[src/design/cmbp_pkg.sv]
`default_nettype none
// ----------------------------------------------------------------------------
// cmbp_pkg
// Types and constants shared by the message byte parser modules.
// ----------------------------------------------------------------------------
package cmbp_pkg;

    localparam int unsigned MAX_PAYLOAD = 1024;
    localparam int unsigned COUNT_CAP   = (MAX_PAYLOAD > 2047) ? 2047 : MAX_PAYLOAD;
    localparam logic [10:0] COUNT_MAX   = 11'(COUNT_CAP);

    localparam logic [7:0] BYTE_MARKER = 8'hFF;
    localparam logic [7:0] BYTE_END    = 8'h0A;

    localparam logic [2:0] KIND_HEADER  = 3'd0;
    localparam logic [2:0] KIND_OPTION  = 3'd1;
    localparam logic [2:0] KIND_PAYLOAD = 3'd2;
    localparam logic [2:0] KIND_END     = 3'd3;
    localparam logic [2:0] KIND_EARLY   = 3'd4;

    localparam logic [3:0] OPTION_COUNT_RESET = 4'd2;

    localparam int unsigned QUEUE_DEPTH = 2;

    typedef struct packed {
        logic [7:0] byte_value;
        logic       start_of_message;
    } in_t;

    typedef struct packed {
        logic [2:0]  kind;
        logic [1:0]  version;
        logic [1:0]  msg_type;
        logic [3:0]  token_length;
        logic [7:0]  code;
        logic [15:0] message_id;
        logic [7:0]  token;
        logic [3:0]  option_delta;
        logic [3:0]  option_size;
        logic [63:0] value;
        logic [10:0] payload_count;
        logic        last;
    } out_t;

    typedef struct packed {
        logic push;
        out_t data;
    } beat_t;

    typedef enum logic [8:0] {
        PH_IDLE    = 9'b000000001,
        PH_CODE    = 9'b000000010,
        PH_MIDH    = 9'b000000100,
        PH_MIDL    = 9'b000001000,
        PH_TOKEN   = 9'b000010000,
        PH_OPTHDR  = 9'b000100000,
        PH_OPTVAL  = 9'b001000000,
        PH_SKIP    = 9'b010000000,
        PH_PAYLOAD = 9'b100000000
    } phase_t;

endpackage
`default_nettype wire

[src/design/cmbp_front.sv]
`default_nettype none
// ----------------------------------------------------------------------------
// cmbp_front
// Byte-serial parse state machine; turns each accepted byte into zero or one
// result beat for the queue.
// ----------------------------------------------------------------------------
module cmbp_front (
    input  wire logic          clk,
    input  wire logic          rst_n,
    input  wire logic          accept,
    input  wire cmbp_pkg::in_t in_data,
    input  wire logic          cfg_we,
    input  wire logic [3:0]    cfg_data,
    output cmbp_pkg::beat_t    beat
);

    cmbp_pkg::phase_t phase_reg, phase_next;
    logic [3:0]  option_count_reg;
    logic [3:0]  opt_idx_reg, opt_idx_next;
    logic [3:0]  bytes_left_reg, bytes_left_next;
    logic [3:0]  delta_reg, delta_next;
    logic [3:0]  length_reg, length_next;
    logic [63:0] acc_reg, acc_next;
    logic [31:0] hdr_reg, hdr_next;
    logic [10:0] pay_cnt_reg, pay_cnt_next;
    logic [7:0]  b;

    assign b = in_data.byte_value;

    always_comb
    begin
        phase_next      = phase_reg;
        opt_idx_next    = opt_idx_reg;
        bytes_left_next = bytes_left_reg;
        delta_next      = delta_reg;
        length_next     = length_reg;
        acc_next        = acc_reg;
        hdr_next        = hdr_reg;
        pay_cnt_next    = pay_cnt_reg;
        beat            = '0;

        if (accept)
        begin
            if (in_data.start_of_message)
            begin
                opt_idx_next    = '0;
                bytes_left_next = '0;
                delta_next      = '0;
                length_next     = '0;
                acc_next        = '0;
                pay_cnt_next    = '0;
                if (b == cmbp_pkg::BYTE_END)
                begin
                    hdr_next       = '0;
                    beat.push      = 1'b1;
                    beat.data.kind = cmbp_pkg::KIND_EARLY;
                    beat.data.last = 1'b1;
                    phase_next     = cmbp_pkg::PH_IDLE;
                end
                else
                begin
                    hdr_next   = {24'd0, b};
                    phase_next = cmbp_pkg::PH_CODE;
                end
            end
            else if (phase_reg == cmbp_pkg::PH_IDLE)
            begin
                phase_next = cmbp_pkg::PH_IDLE;
            end
            else if (phase_reg == cmbp_pkg::PH_PAYLOAD)
            begin
                beat.push = 1'b1;
                if (b == cmbp_pkg::BYTE_END)
                begin
                    beat.data.kind          = cmbp_pkg::KIND_END;
                    beat.data.payload_count = pay_cnt_reg;
                    beat.data.last          = 1'b1;
                    phase_next              = cmbp_pkg::PH_IDLE;
                end
                else
                begin
                    if (pay_cnt_reg < cmbp_pkg::COUNT_MAX)
                        pay_cnt_next = pay_cnt_reg + 11'd1;
                    beat.data.kind          = cmbp_pkg::KIND_PAYLOAD;
                    beat.data.value         = {56'd0, b};
                    beat.data.payload_count = pay_cnt_next;
                end
            end
            else if (b == cmbp_pkg::BYTE_END)
            begin
                beat.push      = 1'b1;
                beat.data.kind = cmbp_pkg::KIND_EARLY;
                beat.data.last = 1'b1;
                phase_next     = cmbp_pkg::PH_IDLE;
            end
            else
            begin
                case (phase_reg)
                    cmbp_pkg::PH_CODE:
                    begin
                        hdr_next   = {hdr_reg[23:0], b};
                        phase_next = cmbp_pkg::PH_MIDH;
                    end
                    cmbp_pkg::PH_MIDH:
                    begin
                        hdr_next   = {hdr_reg[23:0], b};
                        phase_next = cmbp_pkg::PH_MIDL;
                    end
                    cmbp_pkg::PH_MIDL:
                    begin
                        hdr_next   = {hdr_reg[23:0], b};
                        phase_next = cmbp_pkg::PH_TOKEN;
                    end
                    cmbp_pkg::PH_TOKEN:
                    begin
                        beat.push              = 1'b1;
                        beat.data.kind         = cmbp_pkg::KIND_HEADER;
                        beat.data.version      = hdr_reg[31:30];
                        beat.data.msg_type     = hdr_reg[29:28];
                        beat.data.token_length = hdr_reg[27:24];
                        beat.data.code         = hdr_reg[23:16];
                        beat.data.message_id   = hdr_reg[15:0];
                        beat.data.token        = b;
                        opt_idx_next           = '0;
                        phase_next = (option_count_reg == 4'd0) ? cmbp_pkg::PH_SKIP
                                                                : cmbp_pkg::PH_OPTHDR;
                    end
                    cmbp_pkg::PH_OPTHDR:
                    begin
                        delta_next      = b[7:4];
                        length_next     = b[3:0];
                        bytes_left_next = (b[3:0] == 4'd0) ? 4'd0 : b[3:0] - 4'd1;
                        acc_next        = '0;
                        phase_next      = cmbp_pkg::PH_OPTVAL;
                    end
                    cmbp_pkg::PH_OPTVAL:
                    begin
                        acc_next = {acc_reg[55:0], b};
                        if (bytes_left_reg != 4'd0)
                        begin
                            bytes_left_next = bytes_left_reg - 4'd1;
                        end
                        else
                        begin
                            beat.push              = 1'b1;
                            beat.data.kind         = cmbp_pkg::KIND_OPTION;
                            beat.data.option_delta = delta_reg;
                            beat.data.option_size  = length_reg;
                            beat.data.value        = {acc_reg[55:0], b};
                            if ({1'b0, opt_idx_reg} + 5'd1 >= {1'b0, option_count_reg})
                            begin
                                opt_idx_next = '0;
                                phase_next   = cmbp_pkg::PH_SKIP;
                            end
                            else
                            begin
                                opt_idx_next = opt_idx_reg + 4'd1;
                                phase_next   = cmbp_pkg::PH_OPTHDR;
                            end
                        end
                    end
                    cmbp_pkg::PH_SKIP:
                    begin
                        if (b == cmbp_pkg::BYTE_MARKER)
                        begin
                            pay_cnt_next = '0;
                            phase_next   = cmbp_pkg::PH_PAYLOAD;
                        end
                    end
                    default:
                    begin
                        phase_next = cmbp_pkg::PH_IDLE;
                    end
                endcase
            end
        end
    end

    always_ff @(posedge clk or negedge rst_n)
    begin
        if (!rst_n)
        begin
            phase_reg        <= cmbp_pkg::PH_IDLE;
            option_count_reg <= cmbp_pkg::OPTION_COUNT_RESET;
            opt_idx_reg      <= '0;
            bytes_left_reg   <= '0;
            delta_reg        <= '0;
            length_reg       <= '0;
            acc_reg          <= '0;
            hdr_reg          <= '0;
            pay_cnt_reg      <= '0;
        end
        else
        begin
            phase_reg      <= phase_next;
            opt_idx_reg    <= opt_idx_next;
            bytes_left_reg <= bytes_left_next;
            delta_reg      <= delta_next;
            length_reg     <= length_next;
            acc_reg        <= acc_next;
            hdr_reg        <= hdr_next;
            pay_cnt_reg    <= pay_cnt_next;
            if (cfg_we)
                option_count_reg <= cfg_data;
        end
    end

endmodule
`default_nettype wire

[src/design/cmbp_queue.sv]
`default_nettype none
// ----------------------------------------------------------------------------
// cmbp_queue
// Two-entry result queue between the parser and the output stage.
// ----------------------------------------------------------------------------
module cmbp_queue (
    input  wire logic            clk,
    input  wire logic            rst_n,
    input  wire cmbp_pkg::beat_t beat,
    input  wire logic            pop,
    output cmbp_pkg::out_t       head,
    output logic                 not_empty,
    output logic                 full
);

    cmbp_pkg::out_t mem_reg [cmbp_pkg::QUEUE_DEPTH];
    logic       wr_ptr_reg, wr_ptr_next;
    logic       rd_ptr_reg, rd_ptr_next;
    logic [1:0] count_reg, count_next;
    logic       do_pop;

    assign not_empty = (count_reg != 2'd0);
    assign full      = (count_reg == 2'(cmbp_pkg::QUEUE_DEPTH));
    assign do_pop    = pop && not_empty;
    assign head      = mem_reg[rd_ptr_reg];

    always_comb
    begin
        wr_ptr_next = beat.push ? ~wr_ptr_reg : wr_ptr_reg;
        rd_ptr_next = do_pop ? ~rd_ptr_reg : rd_ptr_reg;
        count_next  = count_reg + {1'b0, beat.push} - {1'b0, do_pop};
    end

    always_ff @(posedge clk)
    begin
        if (beat.push)
            mem_reg[wr_ptr_reg] <= beat.data;
    end

    always_ff @(posedge clk or negedge rst_n)
    begin
        if (!rst_n)
        begin
            wr_ptr_reg <= 1'b0;
            rd_ptr_reg <= 1'b0;
            count_reg  <= '0;
        end
        else
        begin
            wr_ptr_reg <= wr_ptr_next;
            rd_ptr_reg <= rd_ptr_next;
            count_reg  <= count_next;
        end
    end

endmodule
`default_nettype wire

[src/design/cmbp_back.sv]
`default_nettype none
// ----------------------------------------------------------------------------
// cmbp_back
// Output register stage; drains the queue onto the result channel.
// ----------------------------------------------------------------------------
module cmbp_back (
    input  wire logic           clk,
    input  wire logic           rst_n,
    input  wire cmbp_pkg::out_t head,
    input  wire logic           not_empty,
    output logic                pop,
    output logic                out_valid,
    input  wire logic           out_stall,
    output cmbp_pkg::out_t      out_data
);

    logic           valid_reg, valid_next;
    cmbp_pkg::out_t data_reg;

    assign pop        = not_empty && (!valid_reg || !out_stall);
    assign valid_next = pop || (valid_reg && out_stall);
    assign out_valid  = valid_reg;
    assign out_data   = data_reg;

    always_ff @(posedge clk)
    begin
        if (pop)
            data_reg <= head;
    end

    always_ff @(posedge clk or negedge rst_n)
    begin
        if (!rst_n)
            valid_reg <= 1'b0;
        else
            valid_reg <= valid_next;
    end

endmodule
`default_nettype wire

[src/design/coap_message_byte_parser.sv]
`default_nettype none
// ----------------------------------------------------------------------------
// coap_message_byte_parser
// Byte-serial parser for a constrained-protocol message with a one-byte token.
//
// Input channel (in_valid/in_stall/in_data): one message byte per beat, with
// start_of_message marking the first byte. A byte is taken at an edge with
// in_valid high and in_stall low; one byte per cycle while out_stall is low.
// Output channel (out_valid/out_stall/out_data): at most one result beat per
// input byte: header, option, payload byte, message end or early end.
// Each result is queued as its byte is taken, then moved to the output register.
// Throughput: one byte per cycle without stalls, set by the parse state machine.
// A stalled receiver holds out_data; the queue absorbs two more results and
// in_stall then rises until the output register drains.
// cfg_we/cfg_data write option_count (reset 2); the user is to do so only while
// the block is idle; the block itself does not enforce it.
// Reset clears the parser to waiting for a start byte and empties the queue.
// ----------------------------------------------------------------------------
module coap_message_byte_parser (
    input  wire logic           clk,
    input  wire logic           rst_n,
    input  wire logic           in_valid,
    output logic                in_stall,
    input  wire cmbp_pkg::in_t  in_data,
    output logic                out_valid,
    input  wire logic           out_stall,
    output cmbp_pkg::out_t      out_data,
    input  wire logic           cfg_we,
    input  wire logic [3:0]     cfg_data
);

    cmbp_pkg::beat_t beat;
    cmbp_pkg::out_t  head;
    logic            not_empty;
    logic            full;
    logic            pop;
    logic            accept;

    assign in_stall = full;
    assign accept   = in_valid && !full;

    cmbp_front u_front (
        .clk      (clk),
        .rst_n    (rst_n),
        .accept   (accept),
        .in_data  (in_data),
        .cfg_we   (cfg_we),
        .cfg_data (cfg_data),
        .beat     (beat)
    );

    cmbp_queue u_queue (
        .clk       (clk),
        .rst_n     (rst_n),
        .beat      (beat),
        .pop       (pop),
        .head      (head),
        .not_empty (not_empty),
        .full      (full)
    );

    cmbp_back u_back (
        .clk       (clk),
        .rst_n     (rst_n),
        .head      (head),
        .not_empty (not_empty),
        .pop       (pop),
        .out_valid (out_valid),
        .out_stall (out_stall),
        .out_data  (out_data)
    );

endmodule
`default_nettype wire

[config.mk]
export PLATFORM = sky130hd
export DESIGN_NAME = coap_message_byte_parser
export DESIGN_NICKNAME = d
export VERILOG_FILES = /design/src/design/cmbp_pkg.sv /design/src/design/cmbp_front.sv /design/src/design/cmbp_queue.sv /design/src/design/cmbp_back.sv /design/src/design/coap_message_byte_parser.sv
export SDC_FILE = /design/constraint.sdc
export NUM_CORES = 1
export LEC_CHECK = 0
export BUFFER_PORTS_ARGS = -buffer_cell sky130_fd_sc_hd__buf_2
export CAP_MARGIN = 20
export CORE_ASPECT_RATIO = 0.8
export CORE_UTILIZATION = 60
export CTS_CLUSTER_DIAMETER = 30
export CTS_CLUSTER_SIZE = 25
export DETAILED_ROUTE_END_ITERATION = 12
export GPL_TIMING_DRIVEN = 0
export HOLD_SLACK_MARGIN = 0.06
export PLACE_DENSITY = 0.79
export SLEW_MARGIN = 10
export SYNTH_ARGS = -nofsm -noshare
export SYNTH_HDL_FRONTEND = slang
export SYNTH_SLANG_ARGS = --single-unit
export TNS_END_PERCENT = 10
[constraint.sdc]
create_clock -name clk -period 17.3 [get_ports clk]
set_clock_uncertainty 0.2 [all_clocks]
set_input_delay 3.46 -clock clk [delete_from_list [all_inputs] [get_ports clk]]
set_output_delay 3.46 -clock clk [all_outputs]
set_load 0.03 [all_outputs]
## Word level (Yosys, flattened, before mapping)

Memory sizes are Yosys's and may differ from the RTL's. A register that Yosys moved wholly into a read port is not among the register bits.
Cells that the tools add are included.

- Register bits after elaboration: 133
- Latch bits: 0
- RAM bits: 254
- Memory bits (read-only): 0
- Word-level logic and storage cells: 149
- Memories kept: 1

Memory list:

| memory | words | bits a word | read ports | clocked after memory_dff | wr ports | line | source |
|---|---|---|---|---|---|---|---|
| u_queue.mem_reg | 2 | 127 | 1 | 1 | 1 | cmbp_queue.sv:16 | `cmbp_pkg::out_t mem_reg [cmbp_pkg::QUEUE_DEPTH];` |

- Add/sub/neg operators: 7
- $mul: 0
- Divide/modulo/power cells: 0
- $lt $le $gt $ge: 2
- Equality and inequality tests: 21
- Shift-type cells: 0
- Multiplexer cells: 76
- Bitwise logic cells: 2
- Reductions and logical operators: 27

Operators by type and width:

| operator | number |
|---|---|
| 128-bit two-way mux | 2 |
| 56-bit two-way mux | 4 |
| 32-bit two-way mux | 5 |
| 72-bit two-way mux | 2 |
| 123-bit two-way mux | 1 |
| 112-bit two-way mux | 1 |
| 56-bit one-hot mux with 2 select lines | 1 |
| 4-bit two-way mux | 27 |
| 11-bit two-way mux | 9 |
| 64-bit two-way mux | 1 |
| 9-bit two-way mux | 7 |
| 9-bit one-hot mux with 7 select lines | 1 |
| 48-bit two-way mux | 1 |
| 40-bit two-way mux | 1 |
| 8-bit two-way mux | 4 |
| 4-bit one-hot mux with 2 select lines | 3 |
| 5-bit AND reduction | 4 |
| 6-bit AND reduction | 2 |
| 3-bit nonzero test | 4 |
| 11-bit by 1-bit adder with 11-bit output (second input constant) | 1 |
| 11-bit < comparator (second input constant) | 1 |
| 9-bit by 1-bit == test with 1-bit output (second input constant) | 1 |
| 9-bit by 2-bit == test with 1-bit output (second input constant) | 1 |
| 9-bit by 3-bit == test with 1-bit output (second input constant) | 1 |
| other kinds (32) | 50 |

## Logic depth before layout (Yosys ltp)

Gate-level depths: netlist of run 1.

- Depth in word-level cells: 10
- Depth in mapped cells: 9
- Mapped depth without buffers: 9

## Modules after synthesis

A second synthesis of run 1 with hierarchy kept.

- Cell total of the unflattened synthesis: 1367
- Area, all modules: 20314.5 um^2

By module, submodules not included:

| module | instances | cells each | area an instance (um^2) | seq. area each (um^2) |
|---|---|---|---|---|
| cmbp_queue | 1 | 412 | 9435.3 | 7727.4 |
| cmbp_front | 1 | 824 | 7008.0 | 3205.6 |
| cmbp_back | 1 | 130 | 3857.4 | 3838.7 |
| coap_message_byte_parser | 1 | 1 | 13.8 | 0.0 |

## Worst setup path after synthesis of run 1

OpenSTA, ideal clock, no wires.

- Path kind: input to register
- Start point: input port out_stall
- End point: register u_queue.count_reg[1]
- Arrival time: 10.965 ns
- Slack: 6.055 ns
- Cell stages on the path: 6
- Path buffers: 0
- Cell sequence: a21oi_1 -> ha_1 -> inv_1 -> ha_1 -> xnor2_1 -> xnor2_1

- Longest elaborated chain between the ends: 5

Ends and longest elaborated chain:

| item | line | source |
|---|---|---|
| from (decl) | coap_message_byte_parser.sv:26 | `input wire logic out_stall,` |
| 1-bit zero test | cmbp_back.sv:20 | `assign pop = not_empty && (!valid_reg \|\| !out_stall);` |
| 1-bit logical OR | cmbp_back.sv:20 |  |
| 1-bit logical AND | cmbp_back.sv:20 |  |
| 1-bit logical AND | cmbp_queue.sv:24 | `assign do_pop = pop && not_empty;` |
| 2-bit by 1-bit subtractor with 2-bit output | cmbp_queue.sv:31 | `count_next = count_reg + {1'b0, beat.push} - {1'b0, do_pop};` |
| net u_queue.count_next[1] | cmbp_queue.sv:19 | `logic [1:0] count_reg, count_next;` |
| to (signal assigned) | cmbp_queue.sv:52 | `count_reg <= count_next;` |
| to (decl) | cmbp_queue.sv:19 |  |

The timed path passes the listed nets, and every way through them passes these cells.
A chain may end at the register's enable or synchronous reset.

==> impl_metrics.tcl, run 1 <==
set metrics [dict create \
    max-cap-violations 0 \
    yosys-top-cells-area "edfxtp_1 57%, dfrtp_1 16%, mux2_2 7.5%" \
    required_ps 17370 \
    grt_setup_unrepaired "no" \
    cts_root_buf "clkbuf_16" \
    finalCritPeriodShare 0.3607 \
    grt_usage 0.2615 \
    drive_gt1_frac 0.3029 \
    power.density_mw_per_mm2 166.1 \
    cts_setup_buffers 0 \
    yosys.area.top_type "edfxtp_1" \
    hpwl_microns 27330 \
    setup_viol 0 \
    synthFlopType "edfxtp_1" \
    yosysWarnings 0 \
    first_global_vias 12000 \
    die_x_microns 206.6 \
    cts_buffers 78 \
    slowest_delay_ps 700 \
    via_per_inst 5.999 \
    crit_path_end_kind "flip-flop" \
    grt_max_degree 72 \
    critPathLaunchType "input port" \
    async_flop_share 0.2588 \
    synthToLayoutAreaGrowth_pct 21.37 \
    synth_cell_types 66 \
    p_leak_uw 0.009299 \
    diodes 0 \
    fin_nets 1517 \
    yosysSeqAreaShare 0.7350 \
    drc_errors 12 \
    insertion_delay_ps 590 \
    start_util 0.6132 \
    cp_max_fo 30 \
    gp_congestion 0.8873 \
    critPathSlowestCell "a21boi_0" \
    synth_compound_area_frac 0.06593 \
    syn_inst 1255 \
    critPathKind "input port to flip-flop" \
    hold_viol 0 \
    h-tree-depth 3 \
    grt_pass1_wl_microns 67810 \
    violations "design-rule violations" \
    maxSlewViolCount 0 \
    synth_area_per_cell_sq_um 16.01 \
    fmax_mhz 160.3 \
    antenna_found_initial 0 \
    synth_edf_count 381 \
    num_vias 11890 \
    crit_arrival_ps 6310 \
    muxShareOfSynthArea 0.08205 \
    core_sq_mm 0.03278 \
    first_pass_iters 10 \
    synthSimpleGateAreaFrac 0.07745 \
    post-route-min-period_ps 6240 \
    finalWirelength_microns 43220 \
    synth_fp_nets 1282 \
    hp-class "flip-flop to flip-flop" \
    rows 59 \
    yosysMostFrequentCell "edfxtp_1" \
    worstMarginPinSlew_ps 1035 \
    fin_util 0.7442 \
    avgRoutedWirePerCell_microns 21.81 \
    ys_ff_latch 514 \
    cts_resized 0 \
    synth_fa_ha_area_frac 0.005603 \
    r2r_setup_slack_ps 13170 \
    hold_buffers 0 \
    setup_tns_ps 0 \
    cts.clk_slew.worst_paths_ps 50 \
    portBuffers 143 \
    drt_iter0_drc 1100 \
    slew_headroom 0.3056 \
    vdd_ir_drop_max_mv 0.1139 \
    cts.sinks 514 \
    crit_chain "buf_2, and2_1, clkbuf_1, a21boi_0, and3_1, nor2b_4, buf_12, buf_12" \
    synth_commonest_cells "381 x edfxtp_1, 134 x mux2_2, 131 x dfrtp_1" \
    syn-cell-area_sq_mm 0.02010 \
    cts_tree "done" \
    largest_reg_flops 254 \
    synth_top_family_by_area "multiplexers" \
    status "finished, violations left" \
    die_area_sq_mm 0.03424 \
    die_h_microns 165.7 \
    synth_xor_xnor_area_share 0.007844 \
    synth_top_area_frac 0.5693 \
    ant_nets 0 \
    path_common_cell "buf_12" \
    grt_overflow_total 0 \
    ios 147 \
    ctsLongestPathBuffers 3 \
]
[report_power, final]
part / internal (uW) / switching [uW]
logic: 310 / 563
clock network: 1000 / 587
registers: 1520 / 64.5
total: 2840 / 1210
[worst max-delay path, delay by kind of cell]
| kind | cells | cell delay [ps] |
|---|---|---|
| buffers and inverters | 4 | 940 |
| AND/OR/NAND/NOR | 3 | 1170 |
| AO/OA/AOI/OAI | 1 | 700 |
[cells by family after synthesis]
group	count (synthesis)
compound gates	181
xor+xnor	18
fa+ha+maj	9
buf+inv	129
flops	514
mux	145
simple gates	259
[cells in the final DEF, fill, tap and decap left out, types with 5 or more instances in the layout]
cell and instances:
a211oi_1 9, a21o_1 8, a21oi_1 6, a22o_1 57
a31oi_1 5, and2_1 75, and3_1 7, buf_12 6
buf_16 6, buf_2 157, bufinv_16 8, clkbuf_1 62
clkbuf_16 81, clkinv_2 9, clkinv_4 11, clkinvlp_4 11
dfrtp_1 131, edfxtp_1 381, ha_1 9, inv_1 50
inv_6 11, mux2_2 134, mux2_4 6, mux2i_1 5
nand2_1 24, nand3_1 12, nand4_1 33, nor2_1 22
nor3_1 15, nor4_1 35, nor4b_1 5, o21ai_0 51
o31ai_1 9, o41ai_1 8, xnor2_1 10, xor2_1 8
[final cells by class]
cell class	instances	area, sq um
flip-flops and latches	514	14770
repair buffers	155	1007
well taps	427	534.3
multi-input cells	612	4827
clock buffers	87	2079
plain buffers	78	334.1
inverters	51	191.4
fillers	1951	8383
clock inverters	58	648.1
[path summary, 6_finish.rpt]
kind | cells past startpoint | start | end
hold / removal | 1 | u_front.acc_reg[53] | u_front.acc_reg[53]
setup / recovery | 8 | in_valid | u_queue.mem_reg[0][101]
min in group asynchronous | 1 | rst_n | u_front.pay_cnt_reg[8]
max in group asynchronous | 2 | rst_n | u_front.acc_reg[54]
hold reg to reg | 1 | u_front.acc_reg[53] | u_front.acc_reg[53]
setup reg to reg | 8 | u_front.phase_reg[2] | u_queue.mem_reg[0][101]
[per-stage QoR]
stage / cell area, sq um / hold slack (ps) / std cells / power, uW / setup WS [ps]
finish: 24390 / 298.7 / 1982 / 4051 / 11060
global route: 24390 / 309.9 / 1982 / 4187 / 10890
CTS: 24390 / 297.8 / 1982 / 4069 / 11120
detailed placement: 21670 / 286.1 / 1837 / 2467 / 10560
global placement: 21350 / 269.0 / 1825 / 2459 / 2650
floorplan: 20100 / 255.5 / 1255 / 2217 / 6055
[metal layers]
metal | vias to the layer above | GRT usage | wire length (microns)
li1 | 5295 | - | -
met1 | 5869 | 0.3795 | 18230
met2 | 610 | 0.3901 | 19990
met3 | 117 | 0.05903 | 3692
met4 | 0 | 0.09783 | 1302
met5 | - | 0 | 0
Power figures use the tool's default switching activity.
==> run 2: changes to the inputs <==
- clock period: 17.3 -> 6.39 ns (I/O delays scaled with it)
==> impl_metrics.tcl, run 2 (synthesis gave the netlist of run 1 again) <==
set metrics [dict create \
    cts_resized 0 \
    slowest_delay_ps 690 \
    finalCritPeriodShare 0.6825 \
    post-route-min-period_ps 4361 \
    dpl.cell_count 1838 \
    crit_arrival_ps 4420 \
    whs_ps 298.8 \
    power.density_mw_per_mm2 457.7 \
    first_pass_iters 10 \
    setup_tns_ps 0 \
    violations "design-rule violations" \
    gp_congestion 0.8834 \
    grt_pass1_wl_microns 69740 \
    hp-class "flip-flop to flip-flop" \
    fmax_mhz 229.3 \
    start_util 0.6132 \
    drive_gt1_frac 0.3011 \
    fin_nets 1521 \
    num_vias 12060 \
    critPathKind "flip-flop to flip-flop" \
    hold_buffers 0 \
    max-cap-violations 0 \
    diodes 0 \
    portBuffers 143 \
    setup_viol 0 \
    rr_endpoint "u_queue.mem_reg[1][89]" \
    synthToLayoutAreaGrowth_pct 22.42 \
    vdd_ir_drop_max_mv 0.2846 \
    grt_setup_unrepaired "no" \
    path_common_cell "buf_16" \
    fill_cells 1876 \
    p_leak_uw 0.009429 \
    cts.clk_slew.worst_paths_ps 50 \
    final_common_cell "edfxtp_1" \
    first_global_vias 12350 \
    final_area_sq_mm 0.02460 \
    ctsLongestPathBuffers 3 \
    grt_max_degree 74 \
    r2r_start "u_front.phase_reg[2]" \
    hpwl_microns 27930 \
    cts_buffers 81 \
    cts_root_buf "clkbuf_16" \
    crit_chain "clkbuf_1, nor4_2, nand3_1, o211ai_1, and3_1, and2_4, buf_16, buf_16" \
    slew_headroom 0.2751 \
    die_x_microns 206.6 \
    avgRoutedWirePerCell_microns 22.49 \
    grt_overflow_total 0 \
    maxSlewViolCount 0 \
    largest_reg_flops 254 \
    insertion_delay_ps 600 \
    required_ps 6450 \
    via_per_inst 6.065 \
    drc_errors 13 \
    die_h_microns 165.7 \
    core_sq_mm 0.03278 \
    critPathSlowestCell "nor4_2" \
    status "finished, violations left" \
    antenna_found_initial 1 \
    final_cell_mix "381 x edfxtp_1, 157 x buf_2, 134 x mux2_2, 131 x dfrtp_1, 86 x clkbuf_16" \
    critPathLaunch "u_front.phase_reg[2]" \
    rows 59 \
    r2r_setup_slack_ps 2030 \
    dpl_cell_area_sq_mm 0.02170 \
    crit_path_end_kind "flip-flop" \
    worstSetupEndpoint "u_queue.mem_reg[1][89]" \
    ant_nets 0 \
    r2r_cells 8 \
    cts.sinks 514 \
    die_area_sq_mm 0.03424 \
    grt_usage 0.2694 \
    cts_tree "done" \
    ios 147 \
    cp_max_fo 45 \
    hold_viol 0 \
    drt_iter0_drc 1058 \
    critPathLaunchType "flip-flop" \
    h-tree-depth 3 \
    fin_cells 1988 \
    worstMarginPinSlew_ps 1081 \
    cts_setup_buffers 0 \
    finalWirelength_microns 44710 \
]
run 2: layer usage:
layer	share of wire	global-route usage	wire length, microns	up-vias
li1	-	-	-	5303
met1	0.43	0.3919	19220	6062
met2	0.46	0.4041	20660	570
met3	0.080	0.06375	3575	120
met4	0.028	0.08951	1246	2
met5	0.00025	0.001429	11	-
run 2: cell type report:
type                       instances  area [sq um]  share of cell area
buffer                            78         334.1             0.01358
clock buffer                      94          2192             0.08909
clock inverter                    56         711.9             0.02893
inverter                          51         191.4            0.007780
multi-input combinational        612          4827              0.1962
sequential                       514         14770              0.6004
tap                              427         534.3             0.02171
timing repair buffer             156          1042             0.04236
run 2: how the worst min path moves through the flow:
stage	start	end	depth (start not counted)
after global routing	u_front.acc_reg[55]	u_front.acc_reg[55]	1
after CTS	u_front.acc_reg[55]	u_front.acc_reg[55]	1
after floorplan	u_front.delta_reg[0]	u_front.delta_reg[0]	2
after detailed placement	u_front.acc_reg[55]	u_front.acc_reg[55]	1
final	u_front.acc_reg[55]	u_front.acc_reg[55]	1
after global placement	u_front.acc_reg[48]	u_front.acc_reg[48]	1
run 2: where the power goes:
group | leakage [uW] | switching, uW | internal, uW
sequential | 0.00538 | 168 | 4120
combinational | 0.00263 | 1550 | 836
clock | 0.00142 | 1600 | 2980
total | 0.00943 | 3320 | 7940
run 2: critical path, delay by kind of cell (launching register included):
kind,cells,cell delay [ps]
DFF,1,350
buffers and inverters,3,760
and+or+nand+nor,4,2380
AOI/OAI and AO/OA,1,280
run 2: per-stage QoR:
| step | utilization | power (uW) | worst slack (ps) |
|---|---|---|---|
| after floorplan | - | 5965 | 5.925 |
| after global placement | 0.6515 | 6609 | -2491 |
| after detailed placement | 0.6621 | 6687 | 1599 |
| after CTS | 0.7507 | 11300 | 2186 |
| after global routing | 0.7507 | 11620 | 1811 |
| final | 0.7507 | 11260 | 2029 |
